==> src/hdl/hid_boot_keyboard_report_builder_macros.svh <==
// Assertion macros shared by the keyboard report builder RTL.
`ifndef HID_BOOT_KEYBOARD_REPORT_BUILDER_MACROS_SVH
`define HID_BOOT_KEYBOARD_REPORT_BUILDER_MACROS_SVH

// Same-cycle implication, checked out of reset.
`define HBK_ASSERT_NOW(lbl, ante, cons, msg) \
  lbl: assert property (@(posedge clk_i) disable iff (!rst_ni) (ante) |-> (cons)) \
    else $error(msg);

// Next-cycle implication, checked out of reset.
`define HBK_ASSERT_NEXT(lbl, ante, cons, msg) \
  lbl: assert property (@(posedge clk_i) disable iff (!rst_ni) (ante) |=> (cons)) \
    else $error(msg);

`endif

==> src/hdl/hbk_pkg.sv <==
// Shared constants, types and the key code to usage table.
`timescale 1ns / 1ps
package hbk_pkg;

  localparam int MAX_HELD_DEF       = 16;
  localparam int REPORT_SLOTS_DEF   = 6;
  localparam int KEY_CODE_COUNT_DEF = 128;
  localparam int OUT_SLOTS          = 6;

  localparam logic [7:0] MOD_FIRST      = 8'hE0;
  localparam logic [7:0] MOD_LAST       = 8'hE7;
  localparam logic [7:0] ROLLOVER_USAGE = 8'h01;
  localparam logic [7:0] NO_USAGE       = 8'h00;

  // Control broadcast from the sequencer to every cell.
  typedef struct packed {
    logic       clear;   // capture match flags, reset the wave
    logic       step;    // advance the match wave by one cell
    logic       apply;   // commit the list update
    logic       rel;     // release: close the gap behind a match
    logic       ins;     // press: append at the fill position
    logic [7:0] usage;
  } hbk_cell_ctrl_t;

  // Key code to usage for codes 0..127.
  localparam logic [7:0] USAGE_ROM [128] = '{
    8'h00, 8'h29, 8'h1e, 8'h1f, 8'h20, 8'h21, 8'h22, 8'h23,
    8'h24, 8'h25, 8'h26, 8'h27, 8'h2d, 8'h2e, 8'h2a, 8'h2b,
    8'h14, 8'h1a, 8'h08, 8'h15, 8'h17, 8'h1c, 8'h18, 8'h0c,
    8'h12, 8'h13, 8'h2f, 8'h30, 8'h28, 8'he0, 8'h04, 8'h16,
    8'h07, 8'h09, 8'h0a, 8'h0b, 8'h0d, 8'h0e, 8'h0f, 8'h33,
    8'h34, 8'h35, 8'he1, 8'h31, 8'h1d, 8'h1b, 8'h06, 8'h19,
    8'h05, 8'h11, 8'h10, 8'h36, 8'h37, 8'h38, 8'he5, 8'h55,
    8'he2, 8'h2c, 8'h39, 8'h3a, 8'h3b, 8'h3c, 8'h3d, 8'h3e,
    8'h3f, 8'h40, 8'h41, 8'h42, 8'h43, 8'h53, 8'h47, 8'h5f,
    8'h60, 8'h61, 8'h56, 8'h5c, 8'h5d, 8'h5e, 8'h57, 8'h59,
    8'h5a, 8'h5b, 8'h62, 8'h63, 8'h00, 8'h94, 8'h64, 8'h44,
    8'h45, 8'h87, 8'h92, 8'h93, 8'h8a, 8'h88, 8'h8b, 8'h8c,
    8'h58, 8'he4, 8'h54, 8'h46, 8'he6, 8'h00, 8'h4a, 8'h52,
    8'h4b, 8'h50, 8'h4f, 8'h4d, 8'h51, 8'h4e, 8'h49, 8'h4c,
    8'h00, 8'h7f, 8'h81, 8'h80, 8'h66, 8'h67, 8'hd7, 8'h48,
    8'h00, 8'h85, 8'h90, 8'h91, 8'h89, 8'he3, 8'he7, 8'h65
  };

  // Look up a usage; codes 128 and up map to no usage.
  function automatic logic [7:0] usage_of(input logic [7:0] code);
    logic [7:0] u;
    if (code[7]) begin
      u = NO_USAGE;
    end else begin
      u = USAGE_ROM[code[6:0]];
    end
    return u;
  endfunction

endpackage

==> src/hdl/hbk_if.sv <==
// Handshake channels for key events and boot reports.
`timescale 1ns / 1ps
interface hbk_evt_if;
  logic        valid;
  logic        ready;
  logic        is_down;
  logic [15:0] ev_code;

  modport source (output valid, output is_down, output ev_code, input ready);
  modport sink   (input valid, input is_down, input ev_code, output ready);
endinterface

interface hbk_rpt_if;
  logic       valid;
  logic       ready;
  logic [7:0] modifier_bits;
  logic [7:0] slot_0;
  logic [7:0] slot_1;
  logic [7:0] slot_2;
  logic [7:0] slot_3;
  logic [7:0] slot_4;
  logic [7:0] slot_5;

  modport source (output valid, output modifier_bits, output slot_0, output slot_1,
                  output slot_2, output slot_3, output slot_4, output slot_5,
                  input ready);
  modport sink   (input valid, input modifier_bits, input slot_0, input slot_1,
                  input slot_2, input slot_3, input slot_4, input slot_5,
                  output ready);
endinterface

==> src/hdl/hid_boot_keyboard_report_builder.sv <==
// Boot keyboard report builder: key events in, 8-byte boot reports out.
//
// evt_i carries one key event per beat (is_down, ev_code). rpt_o carries
// one boot report per beat: modifier_bits and six key slots; the reserved
// byte is always zero and not carried.
// Codes at or above KEY_CODE_COUNT, and codes with no usage, are taken
// and dropped with no report.
// A modifier event updates its modifier bit and goes straight to the report state.
// A key event walks a match wave down a row of MAX_HELD cells, one cell a
// cycle, then commits the list update and builds its report. evt_i is
// not ready again until that report is loaded into the output register.
// The report sits in an output register; evt_i is taken again while a
// report waits there. If rpt_o stalls with a report pending, the next
// report waits in the build stage and evt_i holds off.
// Reset empties the held list and clears the modifier byte; the list
// entries themselves are not cleared.
`timescale 1ns / 1ps
`include "hid_boot_keyboard_report_builder_macros.svh"
module hid_boot_keyboard_report_builder #(
  parameter int MAX_HELD       = hbk_pkg::MAX_HELD_DEF,
  parameter int REPORT_SLOTS   = hbk_pkg::REPORT_SLOTS_DEF,
  parameter int KEY_CODE_COUNT = hbk_pkg::KEY_CODE_COUNT_DEF
) (
  input  logic      clk_i,
  input  logic      rst_ni,
  hbk_evt_if.sink   evt_i,
  hbk_rpt_if.source rpt_o
);

  localparam int CW = $clog2(MAX_HELD + 1);

  typedef enum logic [4:0] {
    S_IDLE  = 5'b00001,
    S_CMP   = 5'b00010,
    S_PROP  = 5'b00100,
    S_APPLY = 5'b01000,
    S_RPT   = 5'b10000
  } state_e;

  state_e        state_q, state_d;
  logic [CW-1:0] prop_q, prop_d;
  logic [CW-1:0] held_cnt_q, held_cnt_d;
  logic [7:0]    mod_q, mod_d;
  logic [7:0]    usage_q, usage_d;
  logic          press_q, press_d;

  logic [7:0] entry [MAX_HELD];
  logic       carry [MAX_HELD];

  logic       evt_take;
  logic       in_range;
  logic [7:0] in_usage;
  logic       is_mod;
  logic       any_hit;
  logic       do_ins;
  logic       do_rel;
  logic       rpt_load;

  hbk_pkg::hbk_cell_ctrl_t ctrl;

  logic       out_valid_q;
  logic [7:0] out_mod_q;
  logic [7:0] out_slot_q [hbk_pkg::OUT_SLOTS];
  logic [7:0] slot_d [hbk_pkg::OUT_SLOTS];

  // Decode the incoming event.
  assign evt_i.ready = (state_q == S_IDLE);
  assign evt_take    = evt_i.valid && evt_i.ready;
  assign in_range    = (evt_i.ev_code < 16'(KEY_CODE_COUNT));
  assign in_usage    = hbk_pkg::usage_of(evt_i.ev_code[7:0]);
  assign is_mod      = (in_usage >= hbk_pkg::MOD_FIRST) && (in_usage <= hbk_pkg::MOD_LAST);

  // List update decisions, valid once the wave has settled.
  assign any_hit = carry[MAX_HELD-1];
  assign do_ins  = press_q && !any_hit && (held_cnt_q < CW'(MAX_HELD));
  assign do_rel  = !press_q && any_hit;

  assign ctrl.clear = (state_q == S_CMP);
  assign ctrl.step  = (state_q == S_PROP);
  assign ctrl.apply = (state_q == S_APPLY);
  assign ctrl.rel   = !press_q;
  assign ctrl.ins   = do_ins;
  assign ctrl.usage = usage_q;

  assign rpt_load = (state_q == S_RPT) && (!out_valid_q || rpt_o.ready);

  // Row of cells; the match wave flows toward the tail, entries toward the head.
  for (genvar g = 0; g < MAX_HELD; g++) begin : g_cell
    logic       seen_in;
    logic [7:0] next_in;
    if (g == 0) begin : g_head
      assign seen_in = 1'b0;
    end else begin : g_body
      assign seen_in = carry[g-1];
    end
    if (g == MAX_HELD - 1) begin : g_tail
      assign next_in = entry[g];
    end else begin : g_mid
      assign next_in = entry[g+1];
    end
    hbk_cell #(
      .MAX_HELD (MAX_HELD),
      .IDX      (g)
    ) u_cell (
      .clk_i        (clk_i),
      .rst_ni       (rst_ni),
      .ctrl_i       (ctrl),
      .count_i      (held_cnt_q),
      .seen_i       (seen_in),
      .next_entry_i (next_in),
      .carry_o      (carry[g]),
      .entry_o      (entry[g])
    );
  end

  // Sequencer.
  always_comb begin
    state_d    = state_q;
    prop_d     = prop_q;
    held_cnt_d = held_cnt_q;
    mod_d      = mod_q;
    usage_d    = usage_q;
    press_d    = press_q;
    unique case (state_q)
      S_IDLE: begin
        if (evt_take && in_range && (in_usage != hbk_pkg::NO_USAGE)) begin
          if (is_mod) begin
            mod_d[in_usage[2:0]] = evt_i.is_down;
            state_d = S_RPT;
          end else begin
            usage_d = in_usage;
            press_d = evt_i.is_down;
            state_d = S_CMP;
          end
        end
      end
      S_CMP: begin
        prop_d  = '0;
        state_d = S_PROP;
      end
      S_PROP: begin
        prop_d = prop_q + 1'b1;
        if (prop_q == CW'(MAX_HELD - 1)) begin
          state_d = S_APPLY;
        end
      end
      S_APPLY: begin
        if (do_ins) begin
          held_cnt_d = held_cnt_q + 1'b1;
        end else if (do_rel) begin
          held_cnt_d = held_cnt_q - 1'b1;
        end
        state_d = S_RPT;
      end
      S_RPT: begin
        if (rpt_load) begin
          state_d = S_IDLE;
        end
      end
      default: begin
        state_d = S_IDLE;
      end
    endcase
  end

  always_ff @(posedge clk_i or negedge rst_ni) begin
    if (!rst_ni) begin
      state_q    <= S_IDLE;
      prop_q     <= '0;
      held_cnt_q <= '0;
      mod_q      <= '0;
      press_q    <= 1'b0;
    end else begin
      state_q    <= state_d;
      prop_q     <= prop_d;
      held_cnt_q <= held_cnt_d;
      mod_q      <= mod_d;
      press_q    <= press_d;
    end
  end

  always_ff @(posedge clk_i) begin
    usage_q <= usage_d;
  end

  // Build the key slots from the head of the list.
  always_comb begin
    for (int i = 0; i < hbk_pkg::OUT_SLOTS; i++) begin
      slot_d[i] = hbk_pkg::NO_USAGE;
      if (i < REPORT_SLOTS) begin
        if (held_cnt_q > CW'(REPORT_SLOTS)) begin
          slot_d[i] = hbk_pkg::ROLLOVER_USAGE;
        end else if (CW'(i) < held_cnt_q) begin
          slot_d[i] = entry[i];
        end
      end
    end
  end

  // Output register.
  always_ff @(posedge clk_i or negedge rst_ni) begin
    if (!rst_ni) begin
      out_valid_q <= 1'b0;
    end else if (rpt_load) begin
      out_valid_q <= 1'b1;
    end else if (rpt_o.ready) begin
      out_valid_q <= 1'b0;
    end
  end

  always_ff @(posedge clk_i) begin
    if (rpt_load) begin
      out_mod_q  <= mod_q;
      out_slot_q <= slot_d;
    end
  end

  assign rpt_o.valid         = out_valid_q;
  assign rpt_o.modifier_bits = out_mod_q;
  assign rpt_o.slot_0        = out_slot_q[0];
  assign rpt_o.slot_1        = out_slot_q[1];
  assign rpt_o.slot_2        = out_slot_q[2];
  assign rpt_o.slot_3        = out_slot_q[3];
  assign rpt_o.slot_4        = out_slot_q[4];
  assign rpt_o.slot_5        = out_slot_q[5];

  // Checks on the list bookkeeping.
  `HBK_ASSERT_NOW(a_ins_room, (state_q == S_APPLY) && do_ins, held_cnt_q < CW'(MAX_HELD), "append into a full list")
  `HBK_ASSERT_NEXT(a_rel_count, (state_q == S_APPLY) && do_rel, held_cnt_q == $past(held_cnt_q) - 1'b1, "release did not shrink the list")
  `HBK_ASSERT_NOW(a_cnt_bound, state_q != S_APPLY, held_cnt_q <= CW'(MAX_HELD), "held count beyond list depth")
  `HBK_ASSERT_NEXT(a_key_walk, evt_take && in_range && (in_usage != hbk_pkg::NO_USAGE) && !is_mod, state_q == S_CMP, "key event did not start the walk")

endmodule

==> src/hdl/hbk_cell.sv <==
// One held-list cell: an entry, its match flag and the match wave stage.
`timescale 1ns / 1ps
module hbk_cell #(
  parameter int MAX_HELD = hbk_pkg::MAX_HELD_DEF,
  parameter int IDX      = 0,
  localparam int CW      = $clog2(MAX_HELD + 1)
) (
  input  logic                   clk_i,
  input  logic                   rst_ni,
  input  hbk_pkg::hbk_cell_ctrl_t ctrl_i,
  input  logic [CW-1:0]          count_i,
  input  logic                   seen_i,
  input  logic [7:0]             next_entry_i,
  output logic                   carry_o,
  output logic [7:0]             entry_o
);

  logic [7:0] entry_q;
  logic       hit_q;
  logic       seen_q;
  logic       here;

  assign here    = (count_i == CW'(IDX));
  assign carry_o = seen_q | hit_q;
  assign entry_o = entry_q;

  // Match flag and the wave of "a match lies before this cell".
  always_ff @(posedge clk_i or negedge rst_ni) begin
    if (!rst_ni) begin
      hit_q  <= 1'b0;
      seen_q <= 1'b0;
    end else if (ctrl_i.clear) begin
      hit_q  <= (entry_q == ctrl_i.usage) && (CW'(IDX) < count_i);
      seen_q <= 1'b0;
    end else if (ctrl_i.step) begin
      seen_q <= seen_i;
    end
  end

  // Append at the fill position, or pull the neighbor in behind a release.
  always_ff @(posedge clk_i) begin
    if (ctrl_i.apply) begin
      if (ctrl_i.ins && here) begin
        entry_q <= ctrl_i.usage;
      end else if (ctrl_i.rel && (seen_q || hit_q)) begin
        entry_q <= next_entry_i;
      end
    end
  end

endmodule
==> src/flat_wrapper.sv <==
// flat-port wrapper written by rule: the top's interface ports become plain ports
module hid_boot_keyboard_report_builder_flat 
#(
  parameter int MAX_HELD       = hbk_pkg::MAX_HELD_DEF,
  parameter int REPORT_SLOTS   = hbk_pkg::REPORT_SLOTS_DEF,
  parameter int KEY_CODE_COUNT = hbk_pkg::KEY_CODE_COUNT_DEF
)
  (clk_i, rst_ni, evt_i_valid, evt_i_is_down, evt_i_ev_code, evt_i_ready, rpt_o_valid, rpt_o_modifier_bits, rpt_o_slot_0, rpt_o_slot_1, rpt_o_slot_2, rpt_o_slot_3, rpt_o_slot_4, rpt_o_slot_5, rpt_o_ready);
  hbk_evt_if evt_i_i ();
  hbk_rpt_if rpt_o_i ();
  input  logic clk_i;
  input  logic rst_ni;
  input wire logic [$bits(evt_i_i.valid)-1:0] evt_i_valid;
  input wire logic [$bits(evt_i_i.is_down)-1:0] evt_i_is_down;
  input wire logic [$bits(evt_i_i.ev_code)-1:0] evt_i_ev_code;
  output wire logic [$bits(evt_i_i.ready)-1:0] evt_i_ready;
  output wire logic [$bits(rpt_o_i.valid)-1:0] rpt_o_valid;
  output wire logic [$bits(rpt_o_i.modifier_bits)-1:0] rpt_o_modifier_bits;
  output wire logic [$bits(rpt_o_i.slot_0)-1:0] rpt_o_slot_0;
  output wire logic [$bits(rpt_o_i.slot_1)-1:0] rpt_o_slot_1;
  output wire logic [$bits(rpt_o_i.slot_2)-1:0] rpt_o_slot_2;
  output wire logic [$bits(rpt_o_i.slot_3)-1:0] rpt_o_slot_3;
  output wire logic [$bits(rpt_o_i.slot_4)-1:0] rpt_o_slot_4;
  output wire logic [$bits(rpt_o_i.slot_5)-1:0] rpt_o_slot_5;
  input wire logic [$bits(rpt_o_i.ready)-1:0] rpt_o_ready;
  assign evt_i_i.valid = evt_i_valid;
  assign evt_i_i.is_down = evt_i_is_down;
  assign evt_i_i.ev_code = evt_i_ev_code;
  assign evt_i_ready = evt_i_i.ready;
  assign rpt_o_valid = rpt_o_i.valid;
  assign rpt_o_modifier_bits = rpt_o_i.modifier_bits;
  assign rpt_o_slot_0 = rpt_o_i.slot_0;
  assign rpt_o_slot_1 = rpt_o_i.slot_1;
  assign rpt_o_slot_2 = rpt_o_i.slot_2;
  assign rpt_o_slot_3 = rpt_o_i.slot_3;
  assign rpt_o_slot_4 = rpt_o_i.slot_4;
  assign rpt_o_slot_5 = rpt_o_i.slot_5;
  assign rpt_o_i.ready = rpt_o_ready;
  hid_boot_keyboard_report_builder #(.MAX_HELD(MAX_HELD), .REPORT_SLOTS(REPORT_SLOTS), .KEY_CODE_COUNT(KEY_CODE_COUNT)) u_core (.clk_i(clk_i), .rst_ni(rst_ni), .evt_i(evt_i_i), .rpt_o(rpt_o_i));
endmodule
==> config.mk <==
export PLATFORM = sky130hd
export DESIGN_NAME = hid_boot_keyboard_report_builder_flat
export DESIGN_NICKNAME = d
export VERILOG_FILES = /design/src/hdl/hbk_pkg.sv /design/src/hdl/hbk_if.sv /design/src/hdl/hid_boot_keyboard_report_builder.sv /design/src/hdl/hbk_cell.sv /design/src/flat_wrapper.sv
export VERILOG_INCLUDE_DIRS = /design/src /design/src/hdl
export SDC_FILE = /design/constraint.sdc
export NUM_CORES = 1
export LEC_CHECK = 0
export BUFFER_PORTS_ARGS = -buffer_cell sky130_fd_sc_hd__buf_4
export CAP_MARGIN = 10
export CORE_MARGIN = 1.5
export CORE_UTILIZATION = 48
export DETAILED_ROUTE_END_ITERATION = 16
export GPL_TIMING_DRIVEN = 0
export PLACE_DENSITY_LB_ADDON = 0.1
export SETUP_SLACK_MARGIN = 0.1
export SLEW_MARGIN = 20
export SYNTH_ARGS = -nofsm -noshare
export SYNTH_HDL_FRONTEND = slang
export SYNTH_SLANG_ARGS = --single-unit
==> constraint.sdc <==
create_clock -name clk_i -period 8.18 [get_ports clk_i]
set_input_delay 0.818 -clock clk_i [delete_from_list [all_inputs] [get_ports clk_i]]
set_output_delay 0.818 -clock clk_i [all_outputs]
set_load 0.02 [all_outputs]
### Word-level counts from Yosys, hierarchy flattened

Memory sizes are Yosys's and may differ from the RTL's.
Index checks and enable logic that the tools add are counted.

* bits in registers: 249
* memory bits (read-only): 1024
* input bits: 21
* output and inout port bits: 58
* logic and storage cells: 365
* memories: 1

* add/subtract/negate cells: 3
* $lt $le $gt $ge: 24
* equal/unequal tests: 40
* muxes and demuxes: 84
* bitwise operators: 24
* reductions and logical operators: 121

Memories
* (name not given): words 128, width 8, rd ports 1, clocked after Yosys merged registers in 0, write ports 0, line hbk_pkg.sv:51 `u = USAGE_ROM[code[6:0]];`

Operators with widths (number)
* two-way mux 8 bit: 33
* equality test 8 bit: 16
* logical AND 1 bit: 56
* equality test 5 x 4 -> 1 bit (second input constant): 10
* two-way mux 1 bit: 41
* less-than comparator 4 x 5 -> 1 bit (first input constant): 8
* nonzero test 2 bit: 18
* AND reduction 2 bit: 17
* two-way mux 5 bit: 6
* equality test 5 x 3 -> 1 bit (second input constant): 5
* case mux 5 bit (5 select lines): 1
* less-than comparator 3 x 5 -> 1 bit (first input constant): 4
* greater-or-equal comparator 8 bit (second input constant): 2
* logical OR 1 bit: 16
* less-than comparator 16 x 8 -> 1 bit (second input constant): 1
* bitwise OR 1 bit: 16
* equality test 5 x 2 -> 1 bit (second input constant): 3
* OR reduction 2 bit: 6
* adder 5 x 1 -> 5 bit (second input constant): 2
* equality test 5 x 1 -> 1 bit (second input constant): 2
* less-than comparator 1 x 5 -> 1 bit (first input constant): 2
* less-than comparator 2 x 5 -> 1 bit (first input constant): 2
* case mux 5 bit (2 select lines): 1
* AND reduction 3 bit: 3
* 16 further kinds: 25

### Longest topological paths before layout

Gate-level depths: netlist of the first run.

* depth in word-level cells: 10
* gate-level depth with buffers: 13
* mapped depth without buffers: 10

### By module

Synthesis of the first run repeated with hierarchy kept, for this count alone.

* cells, all modules: 1148
* area total of the unflattened synthesis: 14398.8 sq um

By module, submodules not included
* hid_boot_keyboard_report_builder: times used 1, cells an instance 517, area each 5430.2 sq um, seq. area each 2548.7 sq um
* hbk_cell (u_core.g_cell[5].u_cell ...): times used 2, cells an instance 39, area each 563.0 sq um, seq. area each 290.3 sq um
* hbk_cell (u_core.g_cell[0].u_cell ...): times used 2, cells an instance 40, area each 558.0 sq um, seq. area each 290.3 sq um
* hbk_cell (u_core.g_cell[12].u_cell): times used 1, cells an instance 42, area each 583.1 sq um, seq. area each 290.3 sq um
* hbk_cell (u_core.g_cell[8].u_cell): times used 1, cells an instance 40, area each 580.6 sq um, seq. area each 290.3 sq um
* hbk_cell (u_core.g_cell[4].u_cell): times used 1, cells an instance 40, area each 575.6 sq um, seq. area each 290.3 sq um
* hbk_cell (u_core.g_cell[1].u_cell): times used 1, cells an instance 39, area each 573.0 sq um, seq. area each 290.3 sq um
* hbk_cell (u_core.g_cell[2].u_cell): times used 1, cells an instance 39, area each 564.3 sq um, seq. area each 290.3 sq um
* hbk_cell (u_core.g_cell[11].u_cell): times used 1, cells an instance 39, area each 561.8 sq um, seq. area each 290.3 sq um
* hbk_cell (u_core.g_cell[6].u_cell): times used 1, cells an instance 41, area each 554.3 sq um, seq. area each 290.3 sq um
* hbk_cell (u_core.g_cell[14].u_cell): times used 1, cells an instance 38, area each 553.0 sq um, seq. area each 290.3 sq um
* hbk_cell (u_core.g_cell[13].u_cell): times used 1, cells an instance 39, area each 548.0 sq um, seq. area each 290.3 sq um
* hbk_cell (u_core.g_cell[15].u_cell): times used 1, cells an instance 40, area each 545.5 sq um, seq. area each 290.3 sq um
* hbk_cell (u_core.g_cell[7].u_cell): times used 1, cells an instance 38, area each 544.3 sq um, seq. area each 290.3 sq um
* hbk_cell (u_core.g_cell[3].u_cell): times used 1, cells an instance 38, area each 543.0 sq um, seq. area each 290.3 sq um

### Worst setup path before layout of the first run

Ideal clock, no wire load.

* path kind: input -> register
* start: input rpt_o_ready
* end: register u_core.out_mod_q[0], in the netlist u_core.rpt_o.modifier_bits[0] (enable)
* setup time: 0.476 ns
* arrival: 3.475 ns
* required time: 7.704 ns
* path slack: 4.229 ns
* stages: 2
* buffers on the path: 0
* cell sequence: nand2b_1 nor2b_1

* cells in the longest elaborated chain, start to end: 2

Ends and longest elaborated chain
* from (decl): line flat_wrapper.sv:25 `input wire logic [$bits(rpt_o_i.ready)-1:0] rpt_o_ready;`
* logical OR 1 bit: line hid_boot_keyboard_report_builder.sv:85 `assign rpt_load = (state_q == S_RPT) && (!out_valid_q || rpt_o.ready);`
* logical AND 1 bit: line hid_boot_keyboard_report_builder.sv:85
* via u_core.rpt_load: line hid_boot_keyboard_report_builder.sv:57 `logic rpt_load;`
* to (signal assigned): line hid_boot_keyboard_report_builder.sv:213 `out_mod_q <= mod_q;`
* to (decl): line hid_boot_keyboard_report_builder.sv:62 `logic [7:0] out_mod_q;`

The timed path passes the listed nets, and every way through them passes these cells.
A chain may end at the register's enable or synchronous reset.

### Final worst setup path of the first run

* start: input evt_i_ev_code[1]
* end: register u_core.press_q

* cells in the longest elaborated chain, start to end: 9
* elaborated cells between the ends (all ways): 14
* those cells by class: 3 x order compare; 3 x mux; 2 x bitwise; 5 x reduce/logical; 1 x memory

Ends and longest elaborated chain
* from (decl): line flat_wrapper.sv:15 `input wire logic [$bits(evt_i_i.ev_code)-1:0] evt_i_ev_code;`
* NOT 7 -> 8 bit (implied by the code) *: line hbk_pkg.sv:51
* memory (128 x 8 bit) *
* two-way mux 8 bit (implied by the code) * (2 in a row): line hbk_pkg.sv:51
* two-way mux 8 bit *: line hbk_pkg.sv:48 `if (code[7]) begin`
* via u_core.in_usage[2]: line hid_boot_keyboard_report_builder.sv:52 `logic [7:0] in_usage;`
* greater-or-equal comparator 8 bit / <= comparator 8 bit (equally long branches): line hid_boot_keyboard_report_builder.sv:71 `assign is_mod = (in_usage >= hbk_pkg::MOD_FIRST) && (in_usage <= hbk_pkg::MOD_LAST);`
* logical AND 1 bit: line hid_boot_keyboard_report_builder.sv:71
* NOT 1 bit (no source line)
* AND reduction 3 bit (no source line) *
* to (signal assigned): line hid_boot_keyboard_report_builder.sv:178 `press_q <= press_d;`
* to (decl): line hid_boot_keyboard_report_builder.sv:45 `logic press_q, press_d;`

Mark *: on every way through the listed nets, which the timed path passes. The rest lies on a longest branch. The select of a mux whose other input is x is not followed.

==> results.txt, run 1 <==
All-Layer GR Usage: 28.5%
Clk Latency, worst-skew pair: 570 ps
final setup violating endpoints: 0
hold buffers post-CTS: 0
Setup crit start: evt_i_ev_code[1]
TritonCTS Buffers: 27
first-pass GRT wire length: 61.3 mm
CP max-delay cell: a2111oi_0
cell taking the most area after synthesis: edfxtp_1
Clk pin slew, worst setup/hold paths: 60 ps
GR Layer Usage met2: 46.5%
Routed wire per std cell: 24.6 um
die footprint: 29200 sq um
Starting Density: 48.7%
vias per inst: 5.94
initial antenna violation count: 0
status: completed
Final Critical Period: 4400 ps
Layout area overhead: 14.0%
Final TNS setup: 0 ps
post-CTS setup buffers: 0
Area contributors post-synth: edfxtp_1, mux2_2, dfrtp_1
CTS Sinks: 248
count of final hold-check violations: 0
Via Count: 9859
Primary FF master, synth: edfxtp_1
GRT met1 Usage: 38.4%
max reg flops: 128
crit-path max FO: 10
CP max stage delay: 740 ps
top-count cell post-synth: edfxtp_1
Syn Inst Count: 1156
DRC Markers: 0
Max VDD drop: 0.147 mV
CTS tree: done
most frequent cells after synthesis: edfxtp_1, mux2_2, nand2_1, xnor2_1, nor2_1
Slew Viols, Final: 0
CP required: 8600 ps
fmax: 227 MHz
RSZ-0062 raised after global routing: false
worst-margin pin slew: 1200 ps
Layout Skew: 36.9 ps
kind of end point of the critical path: register
nature of the critical path startpoint: input pin
Post-synth EDFFs: 192
vias in the first global route: 9692
Die H: 171 um
CP Cell Sequence: buf_4 -> buf_2 -> inv_1 -> ha_1 -> nand2b_1 -> o21ai_0 -> a21oi_1 -> a2111oi_0 -> or3_1 -> buf_2 -> nor3_1 -> a211oi_2 -> mux2_2
Final WS setup: 3780 ps
sequential element share of the synthesized area: 53.0%
global route hottest layer: met2
CP dominant cell by count: buf_2
NumNets Final: 1303
# diodes: 0
HP Class: in2async
fin crit share: 53.8%
FF-to-FF Start: u_core.press_q
Async SR Flop Fraction: 22.6%
Final ANT Viol Nets: 0
global-route track usage on met3: 4.81%
Top-Level Pins: 79
Core Box Area: 27800 sq um
port buffer count: 76
Detailed Place HPWL: 28.9 mm
share of cells above drive strength 1: 22.4%
Reg2Reg Depth: 5
Post-Syn Area per Cell: 11.7 sq um
largest net degree at the start of global routing: 57
Mapped Area: 13500 sq um
CP arrival: 4820 ps
Core Rows: 61
CTS root buf: clkbuf_16
PostCTS Resize Cnt: 0
drt first-iter violations: 936
Slew HR: 20.1%
critical setup path kind: in2reg
post-synthesis net count: 1197
CTS H-tree depth: 1
leakage dissipation: 5.51 nW
PwrDens: 168 nW/um^2
Final Wtd Congestion: 0.927
Clock Tree Buf Depth: 3
drt first pass iters: 8
die width: 171 um
max_cap viols: 0
count of cell types in the netlist: 72
synthesized flop and latch total: 248
grt ovf: 0
Total Wirelength: 40.9 mm
Yosys top cell area share: 42.6%
Synthesis Warnings: 0
pre-CTS setup slack: 3240 ps
final timing paths:
check                                                      to  slack (ps)
hold / removal                              u_core.state_q[1]         350
max in group asynchronous     u_core.g_cell[15].u_cell.seen_q        7290
setup / recovery                               u_core.press_q        3780
min in group clk_i              u_core.rpt_o.modifier_bits[3]         450
setup reg to reg           u_core.g_cell[4].u_cell.entry_o[3]        4430
hold reg to reg                 u_core.rpt_o.modifier_bits[3]         450
power by group:
group          total (mW)  internal [mW]  switching (mW)
logic               0.125         0.0415          0.0832
clock network        1.13          0.622           0.507
registers            1.34           1.34        0.000566
total                2.60           2.01           0.591
critical path: cells and delay by family:
family	cells	cell delay [ps]
buf+inv	4	890
fa+ha+maj	1	460
compound gates	4	1780
simple gates	3	460
mux	1	400
per-stage QoR:
step                area, sq um  std cells  power [mW]  util, %  hold WS, ps
floorplan                 13500       1156        1.44        -          418
global placement          14600       1610        1.49     52.5          425
detailed placement        14600       1611        1.49     52.6          436
CTS                       15400       1661        2.61     55.5          367
global route              15400       1661        2.67     55.5          412
finish                    15400       1661        2.60     55.5          354
area by class of cell:
| type | count | area [sq um] |
|---|---|---|
| repair buffers | 77 | 591 |
| plain buffers | 81 | 345 |
| inverters | 11 | 41.3 |
| clock buffers | 37 | 723 |
| well taps | 378 | 473 |
| fillers | 2498 | 12400 |
| clock inverters | 13 | 81.3 |
| flip-flops and latches | 248 | 7170 |
| multi-input cells | 816 | 6000 |
cells in the final DEF, fill, tap and decap left out, types with 7 or more instances in the layout:
| cell type | instances |
|---|---|
| edfxtp_1 | 192 |
| mux2_2 | 125 |
| nand2_1 | 80 |
| buf_4 | 77 |
| xnor2_1 | 75 |
| nor2_1 | 65 |
| xor2_1 | 61 |
| clkbuf_1 | 59 |
| dfrtp_1 | 55 |
| o21ai_0 | 49 |
| and2_1 | 38 |
| a21oi_1 | 35 |
| nand4_1 | 28 |
| clkbuf_16 | 27 |
| nor2b_1 | 20 |
| nand3_1 | 20 |
| ha_1 | 20 |
| and3_1 | 19 |
| buf_2 | 18 |
| nor4_1 | 14 |
| nand2b_1 | 13 |
| or2_2 | 12 |
| buf_1 | 10 |
| a31oi_1 | 10 |
| nor3_1 | 10 |
| nand3b_1 | 9 |
| inv_1 | 8 |
| o41ai_1 | 8 |
| a211oi_1 | 7 |
routing by layer:
| metal | vias to the layer above | wire [um] |
|---|---|---|
| li1 | 4457 | - |
| met1 | 4931 | 17600 |
| met2 | 388 | 19200 |
| met3 | 83 | 2610 |
| met4 | 0 | 1510 |
| met5 | - | 0 |
cell families after synthesis:
kind of cell               share of synthesized area, %
xor gates and xnor gates                           8.80
buffers and inverters                              2.86
DFF                                                53.0
AOI/OAI and AO/OA                                  8.44
muxes                                              11.3
adders and majority gates                          1.85
and+or+nand+nor                                    13.8
(Power assumes the default switching activity.)
==> inputs of run 2 (changes only) <==
==> constraint.sdc (replaced) <==
create_clock -name clk_i -period 3.91 [get_ports clk_i]
set_input_delay 0.391 -clock clk_i [delete_from_list [all_inputs] [get_ports clk_i]]
set_output_delay 0.391 -clock clk_i [all_outputs]
set_load 0.02 [all_outputs]
==> run 2 against run 1 <==
First-iteration DRC count is 2.9% lower. Largest cell class unchanged. Global-route usage hardly changed. Largest power group unchanged. Register-to-register slack worse by 4100 ps. Critical path depth is 2 lower.
==> results.txt, run 2 (synthesis gave the netlist of run 1 again) <==
crit-path max FO: 10 (unchanged)
Routed wire per std cell: 24.5 um (was 24.6 um)
commonest non-fill, non-tap cell in the layout: edfxtp_1 (unchanged)
RSZ-0062 raised after global routing: false (unchanged)
Slew Viols, Final: 0 (unchanged)
CTS root buf: clkbuf_16 (unchanged)
worst-margin pin slew: 1170 ps (was 1200 ps)
DRC Markers: 0 (unchanged)
CP required: 4330 ps (was 8600 ps)
CP dominant cell by count: buf_4 (was buf_2)
die footprint: 29200 sq um (unchanged)
die width: 171 um (unchanged)
CP arrival: 4070 ps (was 4820 ps)
Hold Startpoint: evt_i_is_down
PwrDens: 351 nW/um^2 (was 168 nW/um^2)
port buffer count: 76 (unchanged)
CP max-delay cell: o311ai_1 (was a2111oi_0)
critical setup path kind: in2reg (unchanged)
share of cells above drive strength 1: 23.1% (was 22.4%)
sw power: 1.24 mW (was 0.591 mW)
vias per inst: 5.92 (was 5.94)
NumNets Final: 1306 (was 1303)
Max VDD drop: 0.308 mV (was 0.147 mV)
vias in the first global route: 9711 (was 9692)
largest net degree at the start of global routing: 57 (unchanged)
initial antenna violation count: 0 (unchanged)
Core Box Area: 27800 sq um (unchanged)
Top-Level Pins: 79 (unchanged)
Die H: 171 um (unchanged)
kind of end point of the critical path: register (unchanged)
Final Critical Period: 3650 ps
Clk pin slew, worst setup/hold paths: 60 ps (about the same)
Final Wtd Congestion: 0.927 (unchanged)
Final Util: 55.8% (was 55.5%)
pre-CTS setup slack: -599 ps (was 3240 ps)
All-Layer GR Usage: 28.5% (about the same)
drt first pass iters: 5 (was 8)
count of final hold-check violations: 0 (unchanged)
Core Rows: 61 (unchanged)
Starting Density: 48.7% (unchanged)
CTS H-tree depth: 1 (unchanged)
Via Count: 9850 (was 9859)
P_int: 4.20 mW (was 2.01 mW)
first-pass GRT wire length: 61.3 mm (about the same)
switching share of total power: 22.8% (was 22.7%)
TritonCTS Buffers: 27 (unchanged)
Layout Skew: 37.4 ps (was 36.9 ps)
final setup violating endpoints: 0 (unchanged)
fin crit share: 93.3%
Comb pwr share: 4.9% (was 4.8%)
Clock power frac: 43.4% (was 43.5%)
Final WS setup: 264 ps (was 3780 ps)
status: completed (unchanged)
nature of the critical path startpoint: input pin (unchanged)
Hold Path End: u_core.mod_q[0]
CP Cell Sequence: buf_4 -> buf_2 -> inv_1 -> ha_1 -> nor2b_1 -> a2111oi_0 -> o311ai_1 -> nor4_4 -> buf_4 -> a211oi_4 -> mux2_2 (was buf_4 -> buf_2 -> inv_1 -> ha_1 -> nand2b_1 -> o21ai_0 -> a21oi_1 -> a2111oi_0 -> or3_1 -> buf_2 -> nor3_1 -> a211oi_2 -> mux2_2)
fmax: 274 MHz
internal reg-to-reg setup slack: 350 ps (was 4430 ps)
CTS tree: done (unchanged)
Reg2Reg Depth: 5 (unchanged)
CTS Sinks: 248 (unchanged)
max_cap viols: 0 (unchanged)
share of power burned in registers: 51.7% (about the same)
Slew HR: 22.0% (was 20.1%)
most frequent cells in the layout: edfxtp_1, mux2_2, nand2_1, buf_4, xnor2_1 (unchanged)
R2R Path End: u_core.g_cell[4].u_cell.entry_o[3] (unchanged)
Clk Latency, worst-skew pair: 570 ps (about the same)
Final ANT Viol Nets: 0 (unchanged)
Total Wirelength: 40.8 mm (was 40.9 mm)
Detailed Place HPWL: 28.9 mm (unchanged)
Layout area overhead: 14.5% (was 14.0%)
HP Class: in2reg (was in2async)
Clock Tree Buf Depth: 3 (unchanged)
CP max stage delay: 550 ps (was 740 ps)
grt ovf: 0 (unchanged)
FF-to-FF Start: u_core.press_q (unchanged)
drt first-iter violations: 909 (was 936)
leakage dissipation: 5.54 nW (was 5.51 nW)
max reg flops: 128 (unchanged)
Min-Delay Path Depth: 2
# diodes: 0 (unchanged)
-- run 2: power by group through the flow --
| stage | Sequential, mW | Combinational (mW) | Clock, mW |
|---|---|---|---|
| after floorplan | 2.87 | 0.156 | 0 |
| after global placement | 2.87 | 0.260 | 0 |
| after detailed placement | 2.87 | 0.255 | 0 |
| after CTS | 2.81 | 0.258 | 2.39 |
| after global routing | 2.81 | 0.290 | 2.49 |
| final | 2.81 | 0.269 | 2.36 |
-- run 2: how the worst max path moves through the flow --
| stage | cells after the start | start | to | slack [ps] |
|---|---|---|---|---|
| 2_1_floorplan | 3 | u_core.state_q[2] | u_core.rpt_o.modifier_bits[0] | 180 |
| 3_5_place_dp | 13 | evt_i_ev_code[1] | u_core.press_q | -600 |
| 3_3_place_gp | 13 | evt_i_ev_code[1] | u_core.press_q | -760 |
| 6_report | 11 | evt_i_ev_code[1] | u_core.press_q | 260 |
| 5_1_grt | 13 | evt_i_ev_code[1] | u_core.press_q | 120 |
| 4_1_cts | 13 | evt_i_ev_code[1] | u_core.press_q | 120 |
-- run 2: cell type report --
type / count / area, sq um
fillers: 2490 / 12300
flip-flops and latches: 248 / 7170
multi-input cells: 816 / 6050
clock buffers: 37 / 723
repair buffers: 80 / 616
well taps: 378 / 473
plain buffers: 81 / 347
clock inverters: 13 / 81.3
inverters: 11 / 41.3
-- run 2: per-stage QoR --
step | power, mW | cell area, sq um | setup TNS [ps] | hold WS, ps | cells
after global routing | 5.59 | 15500 | 0 | 176 | 1664
after CTS | 5.47 | 15400 | 0 | 133 | 1662
final | 5.44 | 15500 | 0 | 145 | 1664
after floorplan | 3.02 | 13500 | 0 | 95.4 | 1156
after global placement | 3.13 | 14600 | -46130 | 425 | 1610
after detailed placement | 3.12 | 14600 | -5740 | 436 | 1611
-- run 2: metal layers --
metal | vias up | part of all wire [%] | GRT usage (%) | wire length [um]
li1 | 4465 | - | - | -
met1 | 4887 | 42 | 38.3 | 17300
met2 | 414 | 47 | 46.7 | 19000
met3 | 84 | 7.2 | 4.81 | 2950
met4 | 0 | 3.8 | 10.2 | 1550
met5 | - | 0 | 0 | 0
-- run 2: worst max-delay path: cells and delay by family --
family	cells	cell delay, ps
AOI/OAI and AO/OA	3	1250
adders and majority gates	1	500
buffers and inverters	4	860
muxes	1	390
and+or+nand+nor	2	650
-- run 2: timing repair --
item                                    in CTS  in global routing
hold buffers                                 1                  0
gates resized for setup                      1                 11
setup buffers                                0                  2
endpoints found under the hold margin       55                  0
endpoints found under the setup margin       1                 47
pin swaps                                    0                  1
==> inputs of run 3 (changes only) <==
--- a/config.mk
+++ b/config.mk
@@ -11,6 +11,7 @@
 export CORE_MARGIN = 1.5
 export CORE_UTILIZATION = 48
 export DETAILED_ROUTE_END_ITERATION = 16
+export GPL_ROUTABILITY_DRIVEN = 0
 export GPL_TIMING_DRIVEN = 0
 export PLACE_DENSITY_LB_ADDON = 0.1
 export SETUP_SLACK_MARGIN = 0.1
==> constraint.sdc (replaced) <==
create_clock -name clk_i -period 3.91 [get_ports clk_i]
set_input_delay 0.5865 -clock clk_i [delete_from_list [all_inputs] [get_ports clk_i]]
set_output_delay 0.5865 -clock clk_i [all_outputs]
set_load 0.02 [all_outputs]
==> run 3 against run 2 <==
Final cell count shrank 0.18%. First-iteration DRC count grew 17%. Clock power grew 8.5%. Sequential share of layout area shrank 0.22 points. Sequential cell count is the same. Final area grew 0.48%. Global-route usage shrank 1.7 points. Critical path type unchanged. Critical endpoint unchanged. Largest power group unchanged.
==> results.txt, run 3 (synthesis gave the netlist of run 1 again) <==
status: completed (unchanged)
RSZ-0062 raised after global routing: false (unchanged)
die footprint: 29200 sq um (unchanged)
first-pass GRT wire length: 58.5 mm (was 61.3 mm)
crit-path leading delay family: compound AO/OA/AOI/OAI gates (unchanged)
Max VDD drop: 0.285 mV (was 0.308 mV)
drt first pass iters: 6 (was 5)
Top-Level Pins: 79 (unchanged)
critical setup path kind: in2reg (unchanged)
Routed wire per std cell: 23.2 um (was 24.5 um)
area of placed instances: 14600 sq um (unchanged)
initial antenna violation count: 0 (unchanged)
die width: 171 um (unchanged)
hold buffers post-CTS: 0 (was 1)
TritonCTS Buffers: 26 (was 27)
All-Layer GR Usage: 26.8% (was 28.5%)
Clock Tree Buf Depth: 3 (unchanged)
Via Count: 9929 (was 9850)
switching share of total power: 21.3% (was 22.8%)
Detailed Place HPWL: 27.2 mm (was 28.9 mm)
CP dominant cell by count: buf_4 (unchanged)
CP required: 4320 ps (was 4330 ps)
Layout Skew: 10.3 ps (was 37.4 ps)
CP max-delay cell: o311ai_1 (unchanged)
vias per inst: 5.98 (was 5.92)
worst-margin pin slew: 1150 ps (was 1170 ps)
fmax: 267 MHz (was 274 MHz)
port buffer count: 76 (unchanged)
CP arrival: 4150 ps (was 4070 ps)
CP max stage delay: 550 ps (about the same)
Cell Count, Final, Fillers Out: 1661 (was 1664)
crit-path max FO: 10 (unchanged)
Final ANT Viol Nets: 0 (unchanged)
Starting Density: 48.7% (unchanged)
P_int: 4.43 mW (was 4.20 mW)
max_cap viols: 0 (unchanged)
Buffers & Inverters on Critical Path: 5 (was 4)
Comb pwr share: 4.6% (was 4.9%)
Clk pin slew, worst setup/hold paths: 60 ps (about the same)
CTS Sinks: 248 (unchanged)
CP Cell Sequence: buf_4 -> buf_2 -> inv_1 -> ha_1 -> nor2b_2 -> a2111oi_2 -> o311ai_1 -> nor4_4 -> buf_4 -> buf_4 -> a211oi_4 -> mux2_2 (was buf_4 -> buf_2 -> inv_1 -> ha_1 -> nor2b_1 -> a2111oi_0 -> o311ai_1 -> nor4_4 -> buf_4 -> a211oi_4 -> mux2_2)
share of cells above drive strength 1: 23.7% (was 23.1%)
CTS tree: done (unchanged)
PwrDens: 361 nW/um^2 (was 351 nW/um^2)
Final TNS setup: 0 ps (unchanged)
# diodes: 0 (unchanged)
most frequent cells in the layout: edfxtp_1, mux2_2, nand2_1, buf_4, xnor2_1 (unchanged)
Hold Slack: 119 ps (was 145 ps)
grt ovf: 0 (unchanged)
Core Box Area: 27800 sq um (unchanged)
Layout area overhead: 15.1% (was 14.5%)
Slew Viols, Final: 0 (unchanged)
largest net degree at the start of global routing: 57 (unchanged)
vias in the first global route: 9647 (was 9711)
CTS H-tree depth: 1 (unchanged)
Die H: 171 um (unchanged)
sw power: 1.20 mW (was 1.24 mW)
overall power: 5.63 mW (was 5.44 mW)
filler instances: 2401 (was 2490)
Slew HR: 23.1% (was 22.0%)
Core Rows: 61 (unchanged)
CTS root buf: clkbuf_16 (unchanged)
final setup violating endpoints: 0 (unchanged)
leakage dissipation: 5.58 nW (was 5.54 nW)
Cells after DPL: 1611 (unchanged)
Total Wirelength: 38.5 mm (was 40.8 mm)
HP Class: in2async (was in2reg)
count of final hold-check violations: 0 (unchanged)
design area: 15600 sq um (was 15500 sq um)
nature of the critical path startpoint: input pin (unchanged)
Final Critical Period: 3740 ps (was 3650 ps)
max reg flops: 128 (unchanged)
share of power burned in registers: 50.0% (was 51.7%)
drt first-iter violations: 1068 (was 909)
fin crit share: 95.6% (was 93.3%)
Clock power frac: 45.5% (was 43.4%)
commonest non-fill, non-tap cell in the layout: edfxtp_1 (unchanged)
kind of end point of the critical path: register (unchanged)
Clk Latency, worst-skew pair: 530 ps (was 570 ps)
DRC Markers: 0 (unchanged)
NumNets Final: 1304 (was 1306)
[run 3: cell count changes in the layout (fill, tap and decap cells not counted), moves of 2 or more]
cell | previous run | this run
bufinv_16 | 0 | 2
clkbuf_8 | 1 | 5
a21oi_1 | 31 | 33
clkbuf_1 | 58 | 52
clkinv_1 | 6 | 3
a21oi_2 | 4 | 2
[run 3: per-stage QoR]
step / setup slack, ps / utilization [%]
global route: 106 / 56.1
detailed placement: -548 / 52.6
CTS: 11.0 / 55.9
floorplan: 182 / -
finish: 171 / 56.1
global placement: -678 / 52.5
[run 3: final timing paths]
check / start / cells past startpoint / slack (ps) / end
setup / recovery: evt_i_ev_code[1] / 12 / 170 / u_core.press_q
hold / removal: rst_ni / 1 / 120 / u_core.mod_q[3]
setup reg to reg: u_core.press_q / 5 / 320 / u_core.g_cell[0].u_cell.entry_o[2]
hold reg to reg: u_core.mod_q[1] / 0 / 440 / u_core.rpt_o.modifier_bits[1]
max in group asynchronous: rst_ni / 1 / 3270 / u_core.g_cell[15].u_cell.hit_q
min in group clk_i: evt_i_is_down / 2 / 370 / u_core.mod_q[6]
[run 3: final cells by class]
| type | count | area [sq um] | area share (%) |
|---|---|---|---|
| buffer | 81 | 348 | 2.23 |
| clock buffer | 37 | 785 | 5.04 |
| clock inverter | 11 | 114 | 0.731 |
| inverter | 11 | 41.3 | 0.265 |
| multi-input combinational | 816 | 6040 | 38.8 |
| sequential | 248 | 7170 | 46.0 |
| tap | 378 | 473 | 3.04 |
| timing repair buffer | 79 | 606 | 3.89 |
[run 3: repair_timing]
action / CTS / global route
setup buffers: 0 / 2
setup endpoints to repair: 6 / 32
pin swaps: 0 / 2
resized for setup: 1 / 12
[run 3: power groups by stage]
| stage | clock, mW | sequential [mW] | combinational [mW] |
|---|---|---|---|
| after global placement | 0 | 2.87 | 0.244 |
| final | 2.56 | 2.81 | 0.258 |
| after global routing | 2.68 | 2.81 | 0.275 |
| after detailed placement | 0 | 2.87 | 0.242 |
| after floorplan | 0 | 2.87 | 0.156 |
| after CTS | 2.60 | 2.81 | 0.243 |
[run 3: metal layers]
layer / wire (um) / vias to the layer above / GRT usage (%)
met5: 0 / - / 0
met1: 16200 / 4874 / 36.4
met3: 2650 / 101 / 3.03
met2: 18000 / 483 / 44.1
li1: - / 4471 / -
met4: 1570 / 0 / 10.3
[run 3: worst reg2reg max path: cells and delay by family (launching register included)]
| family | cells | cell delay (ps) |
|---|---|---|
| simple gates | 3 | 1390 |
| compound gates | 1 | 790 |
| buf+inv | 1 | 400 |
| flops | 1 | 640 |
